File: src/rtl/vsc_pkg.sv
`timescale 1ns / 1ps

package vsc_pkg;

    // Fixed field widths
    localparam int COORD_W = 16;
    localparam int SIDX_W  = 5;
    localparam int CFG_W   = 16;

    // Configuration register indexes
    localparam logic CFG_VIEW_WIDTH  = 1'b0;
    localparam logic CFG_VIEW_HEIGHT = 1'b1;

    localparam logic [COORD_W-1:0] VIEW_WIDTH_RST  = 16'd80;
    localparam logic [COORD_W-1:0] VIEW_HEIGHT_RST = 16'd24;

    typedef enum logic [2:0] {
        ACT_APPEND = 3'd0,
        ACT_CLEAR  = 3'd1,
        ACT_ROWS   = 3'd2,
        ACT_COLS   = 3'd3,
        ACT_HIT    = 3'd4
    } t_action;

    typedef enum logic [1:0] {
        KIND_REDRAW  = 2'd0,
        KIND_SUMMARY = 2'd1,
        KIND_HIT     = 2'd2
    } t_kind;

    // What the per-entry test checks against the window
    typedef enum logic [1:0] {
        MODE_ROWS,
        MODE_VIEW,
        MODE_POINT
    } t_test_mode;

    typedef struct packed {
        logic [2:0]         action;
        logic [COORD_W-1:0] shape_x;
        logic [COORD_W-1:0] shape_y;
        logic [COORD_W-1:0] shape_w;
        logic [COORD_W-1:0] shape_h;
        logic [COORD_W-1:0] amount;
        logic               direction;
        logic [COORD_W-1:0] point_col;
        logic [COORD_W-1:0] point_row;
    } t_in_item;

    typedef struct packed {
        logic [1:0]         kind;
        logic [SIDX_W-1:0]  shape_index;
        logic               found;
        logic [COORD_W-1:0] view_x;
        logic [COORD_W-1:0] view_y;
        logic [COORD_W-1:0] scrolled_by;
        logic               clear_screen;
        logic               table_full;
        logic               last;
    } t_out_item;

    typedef struct packed {
        logic [COORD_W-1:0] left;
        logic [COORD_W-1:0] top;
        logic [COORD_W-1:0] width;
        logic [COORD_W-1:0] height;
    } t_rect;

    // Test window: half-open bands, or a point in x_lo / y_lo
    typedef struct packed {
        t_test_mode         mode;
        logic [COORD_W-1:0] x_lo;
        logic [COORD_W-1:0] x_hi;
        logic [COORD_W-1:0] y_lo;
        logic [COORD_W-1:0] y_hi;
    } t_window;

endpackage

File: src/rtl/vsc_rect_mem.sv
`timescale 1ns / 1ps

module vsc_rect_mem #(
    parameter int DEPTH = 32,
    parameter int AW    = 5
) (
    input  logic           i_clk,
    input  logic           i_we,
    input  logic [AW-1:0]  i_waddr,
    input  vsc_pkg::t_rect i_wdata,
    input  logic [AW-1:0]  i_raddr,
    output vsc_pkg::t_rect o_rdata
);

    vsc_pkg::t_rect r_mem [DEPTH];
    vsc_pkg::t_rect r_rdata;

    always_ff @(posedge i_clk) begin
        if (i_we) begin
            r_mem[i_waddr] <= i_wdata;
        end
        r_rdata <= r_mem[i_raddr];
    end

    assign o_rdata = r_rdata;

endmodule

File: src/rtl/vsc_rect_test.sv
`timescale 1ns / 1ps

module vsc_rect_test (
    input  vsc_pkg::t_rect   i_rect,
    input  vsc_pkg::t_window i_win,
    output logic             o_match
);

    logic [vsc_pkg::COORD_W-1:0] right;
    logic [vsc_pkg::COORD_W-1:0] bottom;
    logic                        rows_hit;
    logic                        cols_hit;
    logic                        point_hit;

    // Edges wrap at 16 bits
    assign right  = i_rect.left + i_rect.width;
    assign bottom = i_rect.top + i_rect.height;

    assign rows_hit  = (i_rect.top < i_win.y_hi) && (bottom > i_win.y_lo);
    assign cols_hit  = (i_rect.left < i_win.x_hi) && (right > i_win.x_lo);
    assign point_hit = (i_win.x_lo >= i_rect.left) && (i_win.x_lo < right) &&
                       (i_win.y_lo >= i_rect.top) && (i_win.y_lo < bottom);

    always_comb begin
        case (i_win.mode)
            vsc_pkg::MODE_ROWS:  o_match = rows_hit;
            vsc_pkg::MODE_VIEW:  o_match = rows_hit && cols_hit;
            vsc_pkg::MODE_POINT: o_match = point_hit;
            default:             o_match = 1'b0;
        endcase
    end

endmodule

File: src/rtl/viewport_scroll_culling.sv
`timescale 1ns / 1ps
// Channel  | Dir | Handshake              | Payload
// ---------+-----+------------------------+---------------------------
// in       | in  | i_in_valid / o_in_stall | i_in_item  (t_in_item)
// out      | out | o_out_valid / i_out_stall | o_out_item (t_out_item)
// cfg      | in  | i_cfg_we               | i_cfg_index, i_cfg_data
//
// One item at a time. Append, clear, unused codes and commands that change
// nothing go from accept straight to the summary. A scroll or hit test walks
// the table at one entry a cycle, except while a stalled output holds a
// match, from the single read port of the rectangle memory.
// Reset (i_rst_n low, synchronous) empties the table, zeroes the origin and
// restores view size 80 x 24; the rectangle memory itself is not cleared.
// A stalled output holds the walk on a matching entry; the output register
// lets a new item transfer while the last result still waits.

module viewport_scroll_culling #(
    parameter int MAX_SHAPES = 32
) (
    input  logic               i_clk,
    input  logic               i_rst_n,

    input  logic               i_cfg_we,
    input  logic               i_cfg_index,
    input  logic [vsc_pkg::CFG_W-1:0] i_cfg_data,

    input  logic               i_in_valid,
    output logic               o_in_stall,
    input  vsc_pkg::t_in_item  i_in_item,

    output logic               o_out_valid,
    input  logic               i_out_stall,
    output vsc_pkg::t_out_item o_out_item
);

    localparam int IW = (MAX_SHAPES > 1) ? $clog2(MAX_SHAPES) : 1;
    localparam int CW = $clog2(MAX_SHAPES + 1);

    typedef enum logic [1:0] {
        S_IDLE,
        S_SCAN,
        S_SUM
    } t_state;

    t_state r_state;

    // configuration
    logic [vsc_pkg::COORD_W-1:0] r_view_w;
    logic [vsc_pkg::COORD_W-1:0] r_view_h;

    // table bookkeeping and viewport
    logic [CW-1:0]               r_count;
    logic [vsc_pkg::COORD_W-1:0] r_origin_x;
    logic [vsc_pkg::COORD_W-1:0] r_origin_y;

    // per-command context
    logic [IW-1:0]      r_idx;
    logic [IW-1:0]      r_last_idx;
    vsc_pkg::t_window   r_win;
    vsc_pkg::t_out_item r_sum;   // summary template, view fields filled late

    // output register
    logic               r_out_valid;
    vsc_pkg::t_out_item r_out;

    // next values decided in the transfer cycle
    logic [vsc_pkg::COORD_W-1:0] n_origin_x;
    logic [vsc_pkg::COORD_W-1:0] n_origin_y;
    vsc_pkg::t_window            n_win;
    vsc_pkg::t_out_item          n_sum;
    logic                        n_scan;
    logic [CW-1:0]               n_count;

    logic in_xfer;
    logic out_free;
    logic out_load;
    logic table_full;
    logic append_we;
    logic [CW-1:0] count_m1;

    logic [vsc_pkg::COORD_W-1:0] amt;
    logic [vsc_pkg::COORD_W-1:0] clamp_y;
    logic [vsc_pkg::COORD_W-1:0] clamp_x;
    logic [vsc_pkg::COORD_W-1:0] band_lo;

    vsc_pkg::t_rect rd_rect;
    vsc_pkg::t_rect wr_rect;
    logic [IW-1:0]  rd_addr;
    logic           match;
    logic           at_last;
    logic           advance;
    logic           is_point;

    vsc_pkg::t_out_item redraw_item;
    vsc_pkg::t_out_item hit_item;
    vsc_pkg::t_out_item sum_item;

    assign o_in_stall  = (r_state != S_IDLE);
    assign in_xfer     = i_in_valid && !o_in_stall;
    assign out_free    = !r_out_valid || !i_out_stall;
    assign o_out_valid = r_out_valid;
    assign o_out_item  = r_out;

    // a result enters the output register this cycle
    assign out_load = out_free && (((r_state == S_SCAN) && match) || (r_state == S_SUM));

    assign table_full = (r_count >= CW'(MAX_SHAPES));
    assign append_we  = in_xfer && (i_in_item.action == vsc_pkg::ACT_APPEND) && !table_full;
    assign count_m1   = r_count - CW'(1);

    assign wr_rect.left   = i_in_item.shape_x;
    assign wr_rect.top    = i_in_item.shape_y;
    assign wr_rect.width  = i_in_item.shape_w;
    assign wr_rect.height = i_in_item.shape_h;

    // ---------------------------------------------------------------
    // Command decode in the transfer cycle: new origin, test window and
    // the summary that will close the command.
    // ---------------------------------------------------------------
    assign amt     = i_in_item.amount;
    assign clamp_y = (amt > r_origin_y) ? r_origin_y : amt;
    assign clamp_x = (amt > r_origin_x) ? r_origin_x : amt;
    assign band_lo = r_origin_y + r_view_h;

    always_comb begin
        n_origin_x = r_origin_x;
        n_origin_y = r_origin_y;
        n_win      = '0;
        n_win.mode = vsc_pkg::MODE_ROWS;
        n_scan     = 1'b0;
        n_count    = r_count;
        n_sum      = '0;
        n_sum.kind = vsc_pkg::KIND_SUMMARY;
        n_sum.last = 1'b1;

        case (i_in_item.action)
            vsc_pkg::ACT_APPEND: begin
                if (!table_full) begin
                    n_sum.shape_index = vsc_pkg::SIDX_W'(r_count);
                    n_count           = r_count + CW'(1);
                end else begin
                    n_sum.table_full = 1'b1;
                end
            end
            vsc_pkg::ACT_CLEAR: begin
                n_count = '0;
            end
            vsc_pkg::ACT_ROWS: begin
                if (amt != '0 && r_count != '0) begin
                    if (i_in_item.direction) begin
                        // scrolling up exposes rows below the old view
                        n_win.y_lo        = band_lo;
                        n_win.y_hi        = band_lo + amt;
                        n_origin_y        = r_origin_y + amt;
                        n_sum.scrolled_by = amt;
                        n_scan            = 1'b1;
                    end else if (clamp_y != '0) begin
                        // scrolling down exposes rows above the old view
                        n_win.y_lo        = r_origin_y - clamp_y;
                        n_win.y_hi        = r_origin_y;
                        n_origin_y        = r_origin_y - clamp_y;
                        n_sum.scrolled_by = clamp_y;
                        n_scan            = 1'b1;
                    end
                end
            end
            vsc_pkg::ACT_COLS: begin
                if (r_count != '0) begin
                    if (i_in_item.direction) begin
                        n_origin_x        = r_origin_x + amt;
                        n_sum.scrolled_by = amt;
                    end else begin
                        n_origin_x        = r_origin_x - clamp_x;
                        n_sum.scrolled_by = clamp_x;
                    end
                    // screen is cleared: redraw everything in the new view
                    n_win.mode         = vsc_pkg::MODE_VIEW;
                    n_win.x_lo         = n_origin_x;
                    n_win.x_hi         = n_origin_x + r_view_w;
                    n_win.y_lo         = r_origin_y;
                    n_win.y_hi         = band_lo;
                    n_sum.clear_screen = 1'b1;
                    n_scan             = 1'b1;
                end
            end
            vsc_pkg::ACT_HIT: begin
                // point goes from view space to book space
                n_sum.kind = vsc_pkg::KIND_HIT;
                n_win.mode = vsc_pkg::MODE_POINT;
                n_win.x_lo = r_origin_x + i_in_item.point_col;
                n_win.y_lo = r_origin_y + i_in_item.point_row;
                n_scan     = (r_count != '0);
            end
            default: begin
                // unused codes: plain summary
            end
        endcase
    end

    // ---------------------------------------------------------------
    // Table walk. rd_rect holds entry r_idx; the address for the next
    // cycle moves on only when this entry needs no output or the output
    // register can take it.
    // ---------------------------------------------------------------
    assign is_point = (r_win.mode == vsc_pkg::MODE_POINT);
    assign at_last  = (r_idx == r_last_idx);
    assign advance  = !match || out_free;

    always_comb begin
        if (r_state == S_SCAN && advance && !at_last) begin
            rd_addr = r_idx + IW'(1);
        end else if (r_state == S_SCAN) begin
            rd_addr = r_idx;
        end else begin
            rd_addr = '0;   // first entry is ready when the walk starts
        end
    end

    always_comb begin
        redraw_item             = r_sum;
        redraw_item.kind        = vsc_pkg::KIND_REDRAW;
        redraw_item.shape_index = vsc_pkg::SIDX_W'(r_idx);
        redraw_item.view_x      = r_origin_x;
        redraw_item.view_y      = r_origin_y;
        redraw_item.last        = 1'b0;

        hit_item             = r_sum;
        hit_item.shape_index = vsc_pkg::SIDX_W'(r_idx);
        hit_item.found       = 1'b1;
        hit_item.view_x      = r_origin_x;
        hit_item.view_y      = r_origin_y;

        sum_item        = r_sum;
        sum_item.view_x = r_origin_x;
        sum_item.view_y = r_origin_y;
    end

    vsc_rect_mem #(
        .DEPTH (MAX_SHAPES),
        .AW    (IW)
    ) u_mem (
        .i_clk   (i_clk),
        .i_we    (append_we),
        .i_waddr (r_count[IW-1:0]),
        .i_wdata (wr_rect),
        .i_raddr (rd_addr),
        .o_rdata (rd_rect)
    );

    vsc_rect_test u_test (
        .i_rect  (rd_rect),
        .i_win   (r_win),
        .o_match (match)
    );

    // configuration registers
    always_ff @(posedge i_clk) begin
        if (!i_rst_n) begin
            r_view_w <= vsc_pkg::VIEW_WIDTH_RST;
            r_view_h <= vsc_pkg::VIEW_HEIGHT_RST;
        end else if (i_cfg_we) begin
            case (i_cfg_index)
                vsc_pkg::CFG_VIEW_WIDTH:  r_view_w <= i_cfg_data;
                vsc_pkg::CFG_VIEW_HEIGHT: r_view_h <= i_cfg_data;
                default: ;
            endcase
        end
    end

    // per-command context, no reset needed
    always_ff @(posedge i_clk) begin
        if (in_xfer) begin
            r_win      <= n_win;
            r_sum      <= n_sum;
            r_last_idx <= count_m1[IW-1:0];
        end
    end

    // control state and output register
    always_ff @(posedge i_clk) begin
        if (!i_rst_n) begin
            r_state     <= S_IDLE;
            r_count     <= '0;
            r_origin_x  <= '0;
            r_origin_y  <= '0;
            r_idx       <= '0;
            r_out_valid <= 1'b0;
            r_out       <= '0;
        end else begin
            if (out_load) begin
                r_out_valid <= 1'b1;
            end else if (r_out_valid && !i_out_stall) begin
                r_out_valid <= 1'b0;
            end

            case (r_state)
                S_IDLE: begin
                    if (in_xfer) begin
                        r_count    <= n_count;
                        r_origin_x <= n_origin_x;
                        r_origin_y <= n_origin_y;
                        r_idx      <= '0;
                        r_state    <= n_scan ? S_SCAN : S_SUM;
                    end
                end
                S_SCAN: begin
                    if (match && out_free) begin
                        r_out <= is_point ? hit_item : redraw_item;
                    end
                    if (match && out_free && is_point) begin
                        r_state <= S_IDLE;          // first hit ends the test
                    end else if (advance) begin
                        if (at_last) begin
                            r_state <= S_SUM;
                        end else begin
                            r_idx <= r_idx + IW'(1);
                        end
                    end
                end
                S_SUM: begin
                    if (out_free) begin
                        r_out   <= sum_item;
                        r_state <= S_IDLE;
                    end
                end
                default: begin
                    r_state <= S_IDLE;
                end
            endcase
        end
    end

endmodule

File: config.mk
export PLATFORM = sky130hd
export DESIGN_NAME = viewport_scroll_culling
export DESIGN_NICKNAME = d
export VERILOG_FILES = /design/src/rtl/vsc_pkg.sv /design/src/rtl/vsc_rect_mem.sv /design/src/rtl/vsc_rect_test.sv /design/src/rtl/viewport_scroll_culling.sv
export SDC_FILE = /design/constraint.sdc
export NUM_CORES = 2
export LEC_CHECK = 0
export BUFFER_PORTS_ARGS = -buffer_cell sky130_fd_sc_hd__buf_2
export CAP_MARGIN = 15
export CORE_ASPECT_RATIO = 0.7
export CORE_MARGIN = 2
export CORE_UTILIZATION = 42
export CTS_BUF_LIST = sky130_fd_sc_hd__clkbuf_4 sky130_fd_sc_hd__clkbuf_8
export CTS_CLUSTER_SIZE = 8
export DETAILED_ROUTE_END_ITERATION = 7
export PLACE_DENSITY = 0.58
export REMOVE_ABC_BUFFERS = 1
export SETUP_SLACK_MARGIN = 0.05
export SYNTH_ARGS = -nofsm -noshare
export SYNTH_HDL_FRONTEND = slang
export SYNTH_SLANG_ARGS = --single-unit
File: constraint.sdc
create_clock -name i_clk -period 8.45 [get_ports i_clk]
set_input_delay 0.4225 -clock i_clk [delete_from_list [all_inputs] [get_ports i_clk]]
set_output_delay 0.4225 -clock i_clk [all_outputs]
set_load 0.02 [all_outputs]
After elaboration in Yosys (flattened, before gate mapping)
Memory sizes are Yosys's and may differ from the RTL's. A register that Yosys moved wholly into a read port is not among the register bits.
Cells that the tools add are included.
{"block": "totals", "mem_count": 1, "ramBits": 2048, "wordCells": 174, "reg_bits": 233, "input_bits": 138, "output_inout_bits": 61}
{"block": "op_classes", "eq_ne": 18, "muxes": 52, "n_bitwise": 2, "reduce_logical": 48, "addsub": 14, "n_lt_le_gt_ge": 11}
{"memory": "u_mem.r_mem", "depth": 32, "width": 64, "read_ports": 1, "rd_clocked_by_memory_dff": 1, "wr": 1, "line_no": "vsc_rect_mem.sv:15", "rtl": "vsc_pkg::t_rect r_mem [DEPTH];"}
{"cell": "$mux 59", "count": 3}
{"cell": "$mux 16", "count": 11}
{"cell": "$add 16x16->16", "count": 9}
{"cell": "$pmux 59 s2", "count": 1}
{"cell": "$mux 32", "count": 3}
{"cell": "$mux 65", "count": 1}
{"cell": "$gt 16x16->1", "count": 4}
{"cell": "$lt 16x16->1", "count": 4}
{"cell": "$pmux 16 s2", "count": 2}
{"cell": "$pmux 16 s3", "count": 1}
{"cell": "$pmux 18 s2", "count": 1}
{"cell": "$ge 16x16->1", "count": 2}
{"cell": "$reduce_bool 16->1", "count": 2}
{"cell": "$sub 16x16->16", "count": 2}
{"cell": "$mux 5", "count": 6}
{"cell": "$logic_and 1x1->1", "count": 17}
{"cell": "$mux 17", "count": 1}
{"cell": "$mux 2", "count": 7}
{"cell": "$ne 2x2->1 const B", "count": 6}
{"cell": "$pmux 6 s2", "count": 1}
{"cell": "$reduce_and 4->1", "count": 3}
{"cell": "$reduce_bool 2->1", "count": 6}
{"cell": "$pmux 5 s2", "count": 1}
{"cell": "$reduce_and 5->1", "count": 2}
{"cell": "25 further kinds", "count": 49}

Logic depth before layout (Yosys ltp)
{"block": "depth", "word_depth": 11, "mapped_depth": 36}

Modules after synthesis
Synthesis repeated with hierarchy kept, for this count alone.
{"block": "unflattened", "hier_cells": 5594, "area_unflattened_um2": 99404.1}
{"mod": "vsc_rect_mem", "instances": 1, "area_each_um2": 78964.5, "cells_each": 3096}
{"mod": "viewport_scroll_culling", "instances": 1, "area_each_um2": 16998.8, "cells_each": 2040}
{"mod": "vsc_rect_test", "instances": 1, "area_each_um2": 3440.8, "cells_each": 458}

Worst setup path after synthesis
OpenSTA, ideal clock, no wires.
{"block": "synth_timing", "path_kind": "register -> register", "startpoint": "register r_origin_x[1] in the netlist's numbering", "endpoint": "register r_win[47] in the netlist's numbering (data pin)", "slack_ns": 1.853, "stages_incl_launch_ff": 34, "n_path_buf": 2, "arrival_ns": 6.465, "setup_time_ns": 0.132, "cell_sequence": "dfxtp_1 > inv_1 > ha_1 > nor2b_1 > o21a_1 > o21a_1 > o21bai_1 > a21oi_1 > o32ai_2 > clkbuf_1 > buf_1 > nor2_1 > a21oi_1 > ha_1 > mux2_2 > ha_1 > a21o_1 > a21oi_1 > o21bai_1 > a21oi_1 > nor2b_1 > o21a_1 > o31a_1 > nor4_1 > o31a_1 > xnor2_1 > ha_1 > and2_1 > a31oi_1 > o211ai_1 > a21oi_1 > xnor2_1 > or3_1 > nand2_1"}
{"block": "synth_via", "elab_chain_cells": 7, "elab_cells_between_ends": 8, "cone_classes": "3 x add/sub; 1 x order compare; 4 x mux"}
{"element": "start, declared", "line_no": "viewport_scroll_culling.sv:53", "rtl": "logic [vsc_pkg::COORD_W-1:0] r_origin_x;"}
{"element": "start signal, assigned", "line_no": "viewport_scroll_culling.sv:300", "rtl": "r_origin_x <= n_origin_x;"}
{"element": "$gt 16x16->1", "line_no": "viewport_scroll_culling.sv:122", "rtl": "assign clamp_x = (amt > r_origin_x) ? r_origin_x : amt;"}
{"element": "$mux 16", "line_no": "viewport_scroll_culling.sv:122"}
{"element": "$sub 16x16->16", "line_no": "viewport_scroll_culling.sv:173", "rtl": "n_origin_x = r_origin_x - clamp_x;"}
{"element": "$mux 16 (*)", "line_no": "viewport_scroll_culling.sv:169", "rtl": "if (i_in_item.direction) begin"}
{"element": "$mux 16 (*)", "line_no": "viewport_scroll_culling.sv:168", "rtl": "if (r_count != '0) begin"}
{"element": "$mux 16 (*)", "line_no": "viewport_scroll_culling.sv:136", "rtl": "case (i_in_item.action)"}
{"element": "$add 16x16->16 (*)", "line_no": "viewport_scroll_culling.sv:179", "rtl": "n_win.x_hi = n_origin_x + r_view_w;"}
{"element": "end signal, assigned", "line_no": "viewport_scroll_culling.sv:273", "rtl": "r_win <= n_win;"}
{"element": "end, declared", "line_no": "viewport_scroll_culling.sv:59", "rtl": "vsc_pkg::t_window r_win;"}
Mark *: on every way between the ends. The rest lies on a longest branch, timed or not. The select of a mux whose other input is x is not followed.
A chain may end at the register's enable or synchronous reset.

Worst setup path in the final report
{"block": "layout_timing", "startpoint": "register u_mem.o_rdata[16] (netlist name)", "endpoint": "register u_mem.o_rdata[2] (netlist name)"}
{"block": "layout_via", "elab_chain_cells": 11, "elab_cells_between_ends": 14, "cone_classes": "1 x add/sub; 2 x order compare; 2 x mux; 9 x reduce/logical"}
{"element": "$add 16x16->16 (*)", "line_no": "vsc_rect_test.sv:16", "rtl": "assign right = i_rect.left + i_rect.width;"}
{"element": "$lt 16x16->1", "line_no": "vsc_rect_test.sv:21", "rtl": "assign point_hit = (i_win.x_lo >= i_rect.left) && (i_win.x_lo < right) &&"}
{"element": "$logic_and 1x1->1 (2 in a row)", "line_no": "vsc_rect_test.sv:21"}
{"element": "$logic_and 1x1->1", "line_no": "vsc_rect_test.sv:22", "rtl": "(i_win.y_lo >= i_rect.top) && (i_win.y_lo < bottom);"}
{"element": "$pmux 1 s3 (*)", "line_no": "vsc_rect_test.sv:25", "rtl": "case (i_win.mode)"}
{"element": "$logic_not 1->1 (*)", "line_no": "viewport_scroll_culling.sv:207", "rtl": "assign advance = !match || out_free;"}
{"element": "$logic_or 1x1->1 (*)", "line_no": "viewport_scroll_culling.sv:207"}
{"element": "$logic_and 1x1->1 (*) (2 in a row)", "line_no": "viewport_scroll_culling.sv:210", "rtl": "if (r_state == S_SCAN && advance && !at_last) begin"}
{"element": "$mux 5 (*)", "line_no": "viewport_scroll_culling.sv:210"}
Mark *: on every way between the ends. The rest lies on a longest branch, timed or not.

==> impl_metrics.env <==
export IMPL_max_freq_ghz=0.1276
export IMPL_viasPerCell=5.886
export IMPL_synth_cells=8110
export IMPL_syn_cell_area_sq_um=100800
export IMPL_clkTransAtPathRegs_ns=0.07
export IMPL_arrival_ns=8.62
export IMPL_cts_path_max_buffers=4
export IMPL_async_reset_ff_frac=0
export IMPL_ir_worst_vdd_uv=177.2
export IMPL_tightest_slew_ns=1.259
export IMPL_status="finished clean"
export IMPL_syn_avg_cell_area_sq_um=12.43
export IMPL_crit_fanout=34
export IMPL_synth_seq_cells=2345
export IMPL_drt_pass1_iter_count=6
export IMPL_worst_r2r_cell_count=30
export IMPL_setup_viol=0
export IMPL_syn2layout_area_growth_pct=13.33
export IMPL_drive_gt1_frac=0.1239
export IMPL_overflow=0
export IMPL_dp_hpwl_microns=183600
export IMPL_ios=199
export IMPL_slew_headroom=0.1608
export IMPL_insertion_delay_ns=0.99
export IMPL_tritoncts="built"
export IMPL_fin_nets=8913
export IMPL_cts_made_buffers=363
export IMPL_fin_crit_sh=0.9276
export IMPL_end_kind="register"
export IMPL_final_util=0.4786
export IMPL_fin_cells=11940
export IMPL_synth_top_area_frac=0.6386
export IMPL_coreArea_sq_um=238700
export IMPL_final_common_cell="edfxtp_1"
export IMPL_slowest_delay_ns=0.60
export IMPL_min_from="i_in_item[46]"
export IMPL_synth_edf_count=2144
export IMPL_path_class="reg2reg"
export IMPL_place_congestion=0.9321
export IMPL_yosysWarningCount=0
export IMPL_worstHoldEndpoint="hit_item[16]"
export IMPL_grt_pass1_wl_microns=471500
export IMPL_cp_required_ns=9.23
export IMPL_worstSetupStartpointType="register"
export IMPL_r2r_setup_slack_ns=0.61
export IMPL_power_density_nw_per_um2=205.9
export IMPL_die_h_microns=413.9
export IMPL_wl_per_cell_microns=27.83
export IMPL_drc_errors=0
export IMPL_dp_cells=11210
export IMPL_drt_iter0_markers=9762
export IMPL_antenna_found_initial=19
export IMPL_critPathSlowestCell="mux2_8"
export IMPL_final_fill_count=21170
export IMPL_h_tree_depth=5
export IMPL_synthTopCellsByArea="edfxtp_1 (64%), nand2_1 (6.9%), dfxtp_1 (4.0%), ha_1 (3.5%), nand3_1 (2.6%)"
export IMPL_ant_nets=0
export IMPL_synth_cell_type_count=89
export IMPL_finClkSkew_ns=0.05806
export IMPL_whs_path_depth=3
export IMPL_numClockSinks=2345
export IMPL_grtUsageTotal=0.2656
export IMPL_die_area_sq_um=244000
export IMPL_leakage_nw=41.32
export IMPL_totalWireLength_microns=332500
export IMPL_worstHoldPathType="in2reg"
export IMPL_r2r_end="u_mem.o_rdata[2]"
export IMPL_hold_viol=0
export IMPL_cts_root_buf="clkbuf_8"
export IMPL_reg2reg_from="u_mem.o_rdata[16]"
export IMPL_cap_violations=0
export IMPL_rows=150
export IMPL_synth_seq_area_share=0.6785
export IMPL_ys_flop_type="edfxtp_1"
export IMPL_initial_utilization=0.4223
export IMPL_grt_max_degree=115
export IMPL_num_vias=70300
export IMPL_final_cell_mix="edfxtp_1 (2144), nand2_1 (1858), nand3_1 (532)"
export IMPL_grt_pass1_vias=65970
export IMPL_dieWidth_microns=589.6
export IMPL_synth_top_area_cell="edfxtp_1"
export IMPL_slew_violations=0
export IMPL_finalCriticalPeriod_ns=7.838
export IMPL_port_buffers=198
-- cells by family after synthesis --
group                      Yosys count  synth area share
DFF                               2345            0.6785
buffers and inverters              674           0.02755
AOI/OAI and AO/OA                 1305           0.08571
xor gates and xnor gates           139           0.01208
muxes                              265           0.02666
adders and majority gates          292           0.03698
and+or+nand+nor                   3090            0.1325
-- worst max path at each step --
stage	slack, ns	end	cells after the start	start
finish	0.61	u_mem.o_rdata[2]	30	u_mem.o_rdata[16]
global route	-0.02	u_mem.o_rdata[2]	30	u_mem.o_rdata[16]
CTS	0.57	u_mem.o_rdata[2]	30	u_mem.o_rdata[16]
detailed placement	0.61	u_mem.o_rdata[2]	30	u_mem.o_rdata[16]
global placement	0.59	u_mem.o_rdata[50]	30	u_mem.o_rdata[16]
floorplan	-20.23	u_mem.o_rdata[62]	28	u_mem.o_rdata[48]
-- routing by layer --
metal | global-route usage | up-vias | wire length, microns
met4 | 0.07017 | 12 | 8271
met1 | 0.4069 | 35220 | 147500
met3 | 0.06285 | 526 | 38300
li1 | - | 30690 | -
met2 | 0.3750 | 3851 | 138300
met5 | 0 | - | 80
-- timing repair --
action / CTS / global route
endpoints found under the hold margin: 2078 / 0
buffers inserted: 0 / 0
hold buffers: 101 / 0
gates resized for setup: 0 / 2
endpoints found under the setup margin: 0 / 2
-- power by group --
group / switching (mW) / internal, mW / total, mW / leakage, nW
sequential: 0.0598 / 12.7 / 12.8 / 21.0
combinational: 0.743 / 0.361 / 1.10 / 16.4
clock: 4.47 / 5.18 / 9.64 / 3.87
total: 5.27 / 18.3 / 23.5 / 41.3
-- area by class of cell --
class,count,area (sq um),share of cell area
clock buffers,588,6867,0.06010
clock inverters,41,299.0,0.002617
diodes,5,12.51,0.0001095
inverters,223,840.8,0.007359
well taps,3192,3994,0.03496
repair buffers,459,3776,0.03305
multi-input cells,5091,30060,0.2631
flip-flops and latches,2345,68410,0.5987
-- flip-flops by register name (all words and copies together) (netlist names) --
name / cells
r_view_w: 16
hit_item: 20
r_view_h: 16
o_out_item: 59
u_mem.r_mem: 2048
r_origin_y: 16
r_last_idx: 5
r_win: 66
r_origin_x: 16
r_count: 6
u_mem.o_rdata: 64
r_sum: 5
r_idx: 5
o_out_valid: 1
r_state: 2
-- critical path, delay by kind of cell (launching register included) --
| kind | cells | cell delay (ns) |
|---|---|---|
| mux | 1 | 0.60 |
| flops | 1 | 0.45 |
| fa+ha+maj | 3 | 0.92 |
| simple gates | 6 | 0.95 |
| compound gates | 17 | 4.20 |
| buf+inv | 2 | 0.36 |
| xor+xnor | 1 | 0.14 |
-- cells in the mapped netlist (all sizes together) (27+ instances only) --
library cell / number
a211oi: 31
dfxtp: 201
nor3: 55
a22oi: 39
nand3: 533
a32o: 27
a21oi: 447
a21boi: 34
clkbuf: 252
xnor2: 92
o21ai: 160
or3: 32
nand4: 134
nand2: 1859
a21o: 64
and3: 60
edfxtp: 2144
xor2: 47
a221oi: 40
nor4: 49
a31oi: 118
a32oi: 105
ha: 282
nor2: 263
buf: 199
mux2i: 250
a31o: 27
inv: 220
-- per-stage QoR --
step	total power [mW]	setup TNS [ns]	worst slack (ns)	area [sq um]	hold WS (ns)
2_1_floorplan	13.62	-1074.87	-20.23	98870	0.4406
3_3_place_gp	14.03	0	0.5916	106000	0.4425
3_5_place_dp	14.05	0	0.6110	106000	0.4465
4_1_cts	23.62	0	0.5734	114200	0.002001
5_1_grt	24.22	-0.02247	-0.02247	114200	0.04344
6_report	23.52	0	0.6120	114300	0.08316
Power figures use the tool's default switching activity.
